[src/hw/rtl/mpps_pkg.sv]
`default_nettype none
// ----------------------------------------------------------------------------
// Motor pulse pattern sequencer package
// Phase, pattern and status codes, duration limits and field widths.
// ----------------------------------------------------------------------------
package mpps_pkg;

  localparam int unsigned PatternW  = 3;
  localparam int unsigned DurationW = 16;
  localparam int unsigned StatusW   = 2;
  localparam int unsigned PhaseW    = 2;
  localparam int unsigned TicksW    = 13;
  localparam int unsigned SecondW   = 11;

  // sequence phases
  localparam logic [PhaseW-1:0] PH_IDLE  = 2'd0;
  localparam logic [PhaseW-1:0] PH_FIRST = 2'd1;
  localparam logic [PhaseW-1:0] PH_GAP   = 2'd2;
  localparam logic [PhaseW-1:0] PH_LAST  = 2'd3;

  // pattern codes
  localparam logic [PatternW-1:0] PAT_OFF    = 3'd0;
  localparam logic [PatternW-1:0] PAT_SHORT  = 3'd1;
  localparam logic [PatternW-1:0] PAT_DOUBLE = 3'd2;
  localparam logic [PatternW-1:0] PAT_LONG   = 3'd3;

  // result status codes
  localparam logic [StatusW-1:0] ST_OK       = 2'd0;
  localparam logic [StatusW-1:0] ST_BADARG   = 2'd1;
  localparam logic [StatusW-1:0] ST_BADSTATE = 2'd2;
  localparam logic [StatusW-1:0] ST_BUSY     = 2'd3;

  // accepted durations in ms, bounds included
  localparam logic [DurationW-1:0] SHORT_MIN  = 16'd100;
  localparam logic [DurationW-1:0] SHORT_MAX  = 16'd1000;
  localparam logic [DurationW-1:0] DOUBLE_MIN = 16'd200;
  localparam logic [DurationW-1:0] DOUBLE_MAX = 16'd2000;
  localparam logic [DurationW-1:0] LONG_MIN   = 16'd1000;
  localparam logic [DurationW-1:0] LONG_MAX   = 16'd5000;

  typedef struct packed {
    logic                 sequence_done;
    logic                 busy_res;
    logic [StatusW-1:0]   status;
    logic                 motor_on;
  } result_t;

endpackage : mpps_pkg
`default_nettype wire

[src/hw/rtl/motor_pulse_pattern_sequencer.sv]
`default_nettype none
// ----------------------------------------------------------------------------
// Motor pulse pattern sequencer
// Drives one active-high motor line from pattern commands and 1 ms ticks.
// ----------------------------------------------------------------------------
// Usage:
//   Slave stream carries one item per transaction. tuser selects the kind:
//   0 = one millisecond tick, 1 = pattern command (pattern and duration in
//   tdata). Every item gives exactly one result transaction on the master
//   stream: motor level, status, busy flag and end-of-sequence flag.
//   The result is registered on the edge that accepts the item. Throughput
//   is one item per cycle while the receiver takes results; sequencer state
//   updates in a single pass of compare/decrement logic between its registers.
//   The output register is the only buffer: while a result waits and the
//   receiver holds m_axis_tready low, s_axis_tready is low too; once the
//   receiver takes the result a new item is accepted in the same cycle.
//   cfg_we_i/cfg_wdata_i write the driver-ready bit; write it while idle.
//   Reset leaves the motor off, the sequencer idle, driver-ready clear and
//   no result pending.
// ----------------------------------------------------------------------------
module motor_pulse_pattern_sequencer
  import mpps_pkg::*;
#(
  parameter int unsigned GAP_TICKS = 200
) (
  input  wire logic        clk_i,
  input  wire logic        rst_ni,
  // configuration
  input  wire logic        cfg_we_i,
  input  wire logic        cfg_wdata_i,   // driver_ready
  // slave stream
  input  wire logic        s_axis_tvalid,
  output      logic        s_axis_tready,
  input  wire logic [23:0] s_axis_tdata,  // [2:0] pattern, [18:3] duration, zero pad
  input  wire logic        s_axis_tuser,  // func
  // master stream
  output      logic        m_axis_tvalid,
  input  wire logic        m_axis_tready,
  output      logic [7:0]  m_axis_tdata   // [0] motor_on, [2:1] status,
                                          // [3] busy_res, [4] sequence_done
);

  logic                  ready_q;
  logic [PhaseW-1:0]     phase_q, phase_d;
  logic [TicksW-1:0]     ticks_q, ticks_d;
  logic [SecondW-1:0]    second_q, second_d;
  logic                  motor_q, motor_d;
  logic                  out_valid_q;
  result_t               res_q, res_d;

  logic                  accept;
  logic [PatternW-1:0]   pattern;
  logic [DurationW-1:0]  duration;
  logic                  arg_ok;
  logic [StatusW-1:0]    status;
  logic                  done;
  logic [TicksW-1:0]     ticks_dec;
  logic [SecondW-1:0]    half;

  assign pattern  = s_axis_tdata[2:0];
  assign duration = s_axis_tdata[18:3];

  assign s_axis_tready = !out_valid_q || m_axis_tready;
  assign accept        = s_axis_tvalid && s_axis_tready;

  always_comb begin
    case (pattern)
      PAT_OFF:    arg_ok = (duration == '0);
      PAT_SHORT:  arg_ok = (duration >= SHORT_MIN) && (duration <= SHORT_MAX);
      PAT_DOUBLE: arg_ok = (duration >= DOUBLE_MIN) && (duration <= DOUBLE_MAX);
      PAT_LONG:   arg_ok = (duration >= LONG_MIN) && (duration <= LONG_MAX);
      default:    arg_ok = 1'b0;
    endcase
  end

  // duration of a double pattern is at most 2000, so 11 bits hold it
  assign half      = {1'b0, duration[SecondW-1:1]};
  assign ticks_dec = (ticks_q != '0) ? ticks_q - 1'b1 : '0;

  always_comb begin
    phase_d  = phase_q;
    ticks_d  = ticks_q;
    second_d = second_q;
    motor_d  = motor_q;
    status   = ST_OK;
    done     = 1'b0;
    if (s_axis_tuser) begin
      if (!arg_ok) begin
        status = ST_BADARG;
      end else if (!ready_q) begin
        status = ST_BADSTATE;
      end else if (phase_q != PH_IDLE) begin
        status = ST_BUSY;
      end else if (pattern == PAT_OFF) begin
        motor_d = 1'b0;
      end else if (pattern == PAT_DOUBLE) begin
        ticks_d  = TicksW'(half);
        second_d = duration[SecondW-1:0] - half;
        phase_d  = PH_FIRST;
        motor_d  = 1'b1;
      end else begin
        ticks_d = duration[TicksW-1:0];
        phase_d = PH_LAST;
        motor_d = 1'b1;
      end
    end else if (phase_q != PH_IDLE) begin
      ticks_d = ticks_dec;
      if (ticks_dec == '0) begin
        unique case (phase_q)
          PH_FIRST: begin
            motor_d = 1'b0;
            ticks_d = TicksW'(GAP_TICKS);
            phase_d = PH_GAP;
          end
          PH_GAP: begin
            motor_d = 1'b1;
            ticks_d = TicksW'(second_q);
            phase_d = PH_LAST;
          end
          default: begin
            motor_d = 1'b0;
            phase_d = PH_IDLE;
            done    = 1'b1;
          end
        endcase
      end
    end
  end

  always_comb begin
    res_d.motor_on      = motor_d;
    res_d.status        = status;
    res_d.busy_res      = (phase_d != PH_IDLE);
    res_d.sequence_done = done;
  end

  always_ff @(posedge clk_i or negedge rst_ni) begin
    if (!rst_ni) begin
      ready_q     <= 1'b0;
      phase_q     <= PH_IDLE;
      ticks_q     <= '0;
      second_q    <= '0;
      motor_q     <= 1'b0;
      out_valid_q <= 1'b0;
    end else begin
      if (cfg_we_i) begin
        ready_q <= cfg_wdata_i;
      end
      if (accept) begin
        phase_q     <= phase_d;
        ticks_q     <= ticks_d;
        second_q    <= second_d;
        motor_q     <= motor_d;
        out_valid_q <= 1'b1;
      end else if (m_axis_tready) begin
        out_valid_q <= 1'b0;
      end
    end
  end

  always_ff @(posedge clk_i) begin
    if (accept) begin
      res_q <= res_d;
    end
  end

  assign m_axis_tvalid = out_valid_q;
  assign m_axis_tdata  = {3'b000, res_q};

`ifndef SYNTHESIS
  // motor level follows the phase: on in pulses, off in the gap and when idle
  a_motor_idle: assert property (@(posedge clk_i) disable iff (!rst_ni)
    (phase_q == PH_IDLE || phase_q == PH_GAP) |-> !motor_q)
    else $error("motor on outside a pulse");

  a_motor_pulse: assert property (@(posedge clk_i) disable iff (!rst_ni)
    (phase_q == PH_FIRST || phase_q == PH_LAST) |-> motor_q)
    else $error("motor off during a pulse");

  // a running phase always has ticks to count down
  a_ticks_live: assert property (@(posedge clk_i) disable iff (!rst_ni)
    (phase_q != PH_IDLE) |-> (ticks_q != '0))
    else $error("running phase with zero ticks");

  // a rejected command leaves the sequencer untouched
  a_reject_stable: assert property (@(posedge clk_i) disable iff (!rst_ni)
    (accept && s_axis_tuser && status != ST_OK)
      |=> ($stable(phase_q) && $stable(ticks_q) && $stable(motor_q)))
    else $error("rejected command changed state");

  // end of sequence is only reported by a tick that leaves the block idle
  a_done_result: assert property (@(posedge clk_i) disable iff (!rst_ni)
    (m_axis_tvalid && res_q.sequence_done)
      |-> (!res_q.busy_res && !res_q.motor_on && res_q.status == ST_OK))
    else $error("inconsistent end-of-sequence result");
`endif

endmodule : motor_pulse_pattern_sequencer
`default_nettype wire

[config.mk]
export PLATFORM = sky130hd
export DESIGN_NAME = motor_pulse_pattern_sequencer
export DESIGN_NICKNAME = d
export VERILOG_FILES = /design/src/hw/rtl/mpps_pkg.sv /design/src/hw/rtl/motor_pulse_pattern_sequencer.sv
export SDC_FILE = /design/constraint.sdc
export NUM_CORES = 1
export LEC_CHECK = 0
export BUFFER_PORTS_ARGS = -buffer_cell sky130_fd_sc_hd__buf_2
export CAP_MARGIN = 15
export CORE_ASPECT_RATIO = 1.1
export CORE_MARGIN = 1
export CORE_UTILIZATION = 28
export DETAILED_ROUTE_END_ITERATION = 12
export GPL_TIMING_DRIVEN = 0
export SLEW_MARGIN = 20
export SYNTH_ARGS = -nofsm -noshare
export SYNTH_HDL_FRONTEND = slang
export SYNTH_SLANG_ARGS = --single-unit
[constraint.sdc]
create_clock -name clk_i -period 7.29 [get_ports clk_i]
set_input_delay 0.729 -clock clk_i [delete_from_list [all_inputs] [get_ports clk_i]]
set_output_delay 0.729 -clock clk_i [all_outputs]
set_load 0.05 [all_outputs]
======== Word-level counts from Yosys, hierarchy flattened ========
Cells that the tools add are included.
Widths: inputs -> output; s select.
word-level totals
  register bits after elaboration ......... 34
  input bits .............................. 31
operators by class
  bitwise logic cells ..................... 3
  $add $sub $neg .......................... 2
  reduce and logical (&&, ||, !) cells .... 19
  mux-type cells .......................... 34
  equality and inequality tests ........... 9
  magnitude comparators ................... 6
operators with widths
  cell                   count
  $mux 13                9
  $pmux 13 s2            1
  $mux 2                 10
  $ge 16x10->1 const B   1
  $ge 16x7->1 const B    1
  $ge 16x8->1 const B    1
  $le 16x10->1 const B   1
  $le 16x11->1 const B   1
  $le 16x13->1 const B   1
  $logic_not 16->1       1
  $logic_not 13->1       1
  $reduce_bool 13->1     1
  $sub 13x1->13 const B  1
  $mux 1                 12
  $sub 11x10->11         1
  $reduce_bool 2->1      4
  $reduce_and 7->1       1
  $eq 3x2->1 const B     2
  $reduce_and 6->1       1
  $logic_and 1x1->1      4
  $ne 2x1->1 const B     2
  $ne 4x4->1 const B     1
  $pmux 1 s4             1
  $pmux 2 s2             1
  11 further kinds       13

======== Depth between registers and ports, before layout ========
  word-level depth ........................ 8
  mapped depth ............................ 10

======== Worst setup path after synthesis ========
No wires, ideal clock.
  path type ............................... input port to flip-flop
  start ................................... input s_axis_tdata[4]
  end ..................................... register ticks_q[10]
  setup time .............................. 0.125 ns
  arrival ................................. 2.737 ns
  slack ................................... 4.428 ns
  data required time ...................... 7.165 ns
  cell stages on the path ................. 10
  path through ............................ inv_1 -> ha_1 -> and3b_1 -> a2111o_1 -> and3_4 -> o2111a_2 -> o2111ai_4 -> nand2b_4 -> buf_6 -> mux2_4
between the ends
  longest elaborated chain between the ends .. 5
  elaborated cells between the ends (all ways) .. 14
RTL lines
  element                                                    RTL line                                                                                                       source
  from (decl)                                                motor_pulse_pattern_sequencer.sv:34                                                                            input wire logic [23:0] s_axis_tdata,
  $ge 16x10->1 (tied with other cells)                       motor_pulse_pattern_sequencer.sv:71                                                                            PAT_LONG: arg_ok = (duration >= LONG_MIN) && (duration <= LONG_MAX);
  $logic_and 1x1->1, on equally long branches                motor_pulse_pattern_sequencer.sv:71, motor_pulse_pattern_sequencer.sv:69, motor_pulse_pattern_sequencer.sv:70
  $pmux 1 s4 *                                               motor_pulse_pattern_sequencer.sv:67                                                                            case (pattern)
  $ne 4x4->1 (no source line) or $ne 2x1->1 (tied branches)  -
  $reduce_and 6->1 (no source line) *                        -
  to (signal assigned)                                       motor_pulse_pattern_sequencer.sv:151                                                                           ticks_q <= ticks_d;
  to (decl)                                                  motor_pulse_pattern_sequencer.sv:45                                                                            logic [TicksW-1:0] ticks_q, ticks_d;
Every way passes the cells marked *; elsewhere a longest branch is shown, timed or not.
A chain may end at the register's enable or synchronous reset.

======== Worst setup path after layout ========
  start ................................... input s_axis_tdata[7]
  end ..................................... register second_q[9]
between the ends
  longest elaborated chain between the ends .. 4
  elaborated cells between the ends (all ways) .. 13
RTL lines
  element                                      RTL line                                                                                                       source
  $ge 16x10->1 (tied with other cells)         motor_pulse_pattern_sequencer.sv:71
  $logic_and 1x1->1, on equally long branches  motor_pulse_pattern_sequencer.sv:71, motor_pulse_pattern_sequencer.sv:69, motor_pulse_pattern_sequencer.sv:70
  $pmux 1 s4                                   motor_pulse_pattern_sequencer.sv:67
  $reduce_and 7->1 (no source line)            -
  to (signal assigned)                         motor_pulse_pattern_sequencer.sv:152                                                                           second_q <= second_d;
  to (decl)                                    motor_pulse_pattern_sequencer.sv:46                                                                            logic [SecondW-1:0] second_q, second_d;
Parallel ways exist; a longest one is shown, timed or not.

==> flow_summary.toml <==
[status]
status = "complete, no violations"

[yosys]
synth-async-reset-ratio_pct = 85.3
yosysWarnings = 0
synth_cell_types = 78
synth-seq-area-share_pct = 25.8
synth_flop_cell = "dfrtp_1"
avgSynthCellArea_um2 = 8.78
ys_ff_latch = 34
synthCells = 387
syn-cell-area_mm2 = 0.00340
synth-edff-count = 5

[clocking]
numCtsBuffers = 5
clkLatencyLatePin_ns = 0.28
cts_tree = "yes"
cts_root_buf = "clkbuf_16"
numClockSinks = 34
cts.path.max_buffers = 2
postCtsHoldBufs = 0
cts.clk_slew.worst_paths_ns = 0.06
cts_repair_resize_count = 0
post_cts_buffers = 0
htreeDepth = 2

[placed_design]
dp_hpwl_um = 7320
dpl.cell_count = 571
gp_congestion = 0.929
pre_cts_slack_ns = 3.85
io_buffer_count = 32

[layout]
final_common_cell = "nand2_1"
drive_gt1_share_pct = 18.4
fillers = 1217
layout_common_cells = "nand2_1, buf_2, ha_1, inv_1, dfrtp_1"
nets = 493
diodes = 0
post-route-util_pct = 33.4
final_cells = 579
area_growth_pct = 14.6

[timing]
tightest_slew_ns = 0.852
rsz0062_at_grt = "no"
hold_viol_final = 0
fin_setup_tns_ns = 0
finClkSkew_ns = 0.00554
min_period_ns = 3.19
report.final.setup_viol = 0
drv_slew = 0
post-route-period-util_pct = 43.8
fin_ws_ns = 4.10
relSlewSlack_pct = 42.7
timing.fmax_ghz = 0.313

[flow_run]
cap_violations = 0

[power]
pwr-share-comb_pct = 39.9
p_leak_nw = 1.69
power_uw = 779
clkPwrFrac_pct = 26.6
seq_power_share_pct = 33.5
ir_worst_vdd_v = 0.0000899
swShare_pct = 38.4
switchingPower_uw = 299
powerDensity_mw_per_mm2 = 200
intPower_uw = 480

[detailed_routing]
viasPerCell = 5.33
drc = 0
first_pass_iters = 5
drt-initial-drc-count = 230
routed_wl_um = 9290
wl_per_cell_um = 16.0
vias = 3085
ant_nets = 0

[setup_path]
r2r_slack_ns = 4.38
required_ns = 7.45
worstPathCellList = "buf_2, inv_1, ha_1, and4bb_1, nand4_1, a21oi_1, a22oi_1, a211oi_2, nand4_1, buf_4, mux2_1"
arrival_ns = 3.36
end_kind = "flip-flop"
slowest_delay_ns = 0.46
worst-path-buf-inv = 3
reg2reg_depth = 9
crit_slowest_cell = "a211oi_2"
crit_path_frequent_cell = "nand4_1"
crit_family = "compound AO/OA/AOI/OAI gates"
crit_path_max_fanout = 10
startpoint_type = "primary input"
rr_startpoint = "ticks_q[0]$_DFFE_PN0P_"
worstSetupPathType = "primary input to flip-flop"
r2r_end = "ticks_q[3]$_DFFE_PN0P_"

[global_route]
grt_pass1_vias = 3070
grt_max_degree = 30
gr-total-overflow = 0
grt.total_usage_pct = 15.5
grt_pass1_wl_um = 15400
antenna_found_initial = 0

[floorplan]
die_w_um = 107
fp.dieH_um = 118
core_mm2 = 0.0116
start_util_pct = 29.2
pin_count = 41
rows = 41
dieArea_mm2 = 0.0126

[hold_path]
min_path_type = "primary input to async pin"
[cell families after synthesis]
logic type      count (synthesis)  synth area share (%)
simple gates                  135                  21.7
compound gates                102                  21.7
buf+inv                        44                  5.67
fa+ha+maj                      34                  12.7
flops                          34                  25.8
mux                            25                  9.28
xor+xnor                       12                  3.09
other cells                     1                 0.110
[per-layer routing]
| layer | GRT usage (%) | vias up | wire length [um] | part of all wire, % |
|---|---|---|---|---|
| met5 | 0 | - | 0 | 0 |
| met3 | 3.16 | 15 | 431 | 4.6 |
| li1 | - | 1498 | - | - |
| met2 | 24.8 | 85 | 4450 | 48 |
| met1 | 20.3 | 1487 | 4210 | 45 |
| met4 | 5.82 | 0 | 197 | 2.1 |
[through the flow]
stage	instance area [um2]	hold slack (ns)
finish	3890	0.488
global route	3890	0.535
CTS	3890	0.513
detailed placement	3750	0.501
global placement	3750	0.500
floorplan	3410	0.433
[cell type report]
class	count	area (um2)	share of cell area (%)
multi-input combinational	311	2340	60.0
sequential	34	876	22.5
tap	150	188	4.82
timing repair buffer	32	160	4.11
clock buffer	7	133	3.41
inverter	29	109	2.80
buffer	15	83.8	2.15
clock inverter	1	7.51	0.193
[how the worst max path moves through the flow]
stage                         start                       to  slack [ns]  cells after the start
global placement    s_axis_tdata[6]  second_q[9]$_DFFE_PN0P_        3.92                     11
finish              s_axis_tdata[7]  second_q[9]$_DFFE_PN0P_        4.10                     11
floorplan           s_axis_tdata[4]  ticks_q[10]$_DFFE_PN0P_        4.43                     10
detailed placement  s_axis_tdata[7]  second_q[9]$_DFFE_PN0P_        3.85                     11
global route        s_axis_tdata[7]  second_q[9]$_DFFE_PN0P_        3.89                     11
CTS                 s_axis_tdata[7]  second_q[9]$_DFFE_PN0P_        4.13                     11
[power by group through the flow]
stage	clock network [mW]	registers, mW	logic, mW
floorplan	0	0.260	0.227
global placement	0	0.262	0.302
detailed placement	0	0.263	0.308
CTS	0.211	0.260	0.310
global route	0.218	0.267	0.345
finish	0.208	0.261	0.311
[flip-flops by register name, indices dropped and copies added (netlist names)]
name,cells
phase_q,2
motor_q,1
ready_q,1
second_q,11
m_axis_tdata,5
ticks_q,13
m_axis_tvalid,1
[cells in the mapped netlist, types with 4 or more instances]
library cell,n,area [um2]
a31oi_1,4,25.0
mux2i_1,9,90.1
xnor2_1,8,70.1
nor3_2,4,40.0
nor3_1,8,40.0
buf_2,4,20.0
nand2b_1,6,37.5
buf_4,4,30.0
clkbuf_1,4,15.0
edfxtp_1,5,150
nor4_1,5,31.3
nor2b_1,5,31.3
xor2_1,4,35.0
ha_1,33,413
a21oi_1,20,100
inv_1,29,109
nor3b_1,4,30.0
o21ai_0,22,110
a32o_1,4,40.0
mux2_4,12,180
nand4_1,7,43.8
nand2_1,43,161
nor2_1,23,86.3
dfrtp_1,29,726
a21boi_0,4,30.0
nand3_1,5,25.0
o211ai_1,5,37.5
No activity file was read; power rests on OpenSTA's default activity.
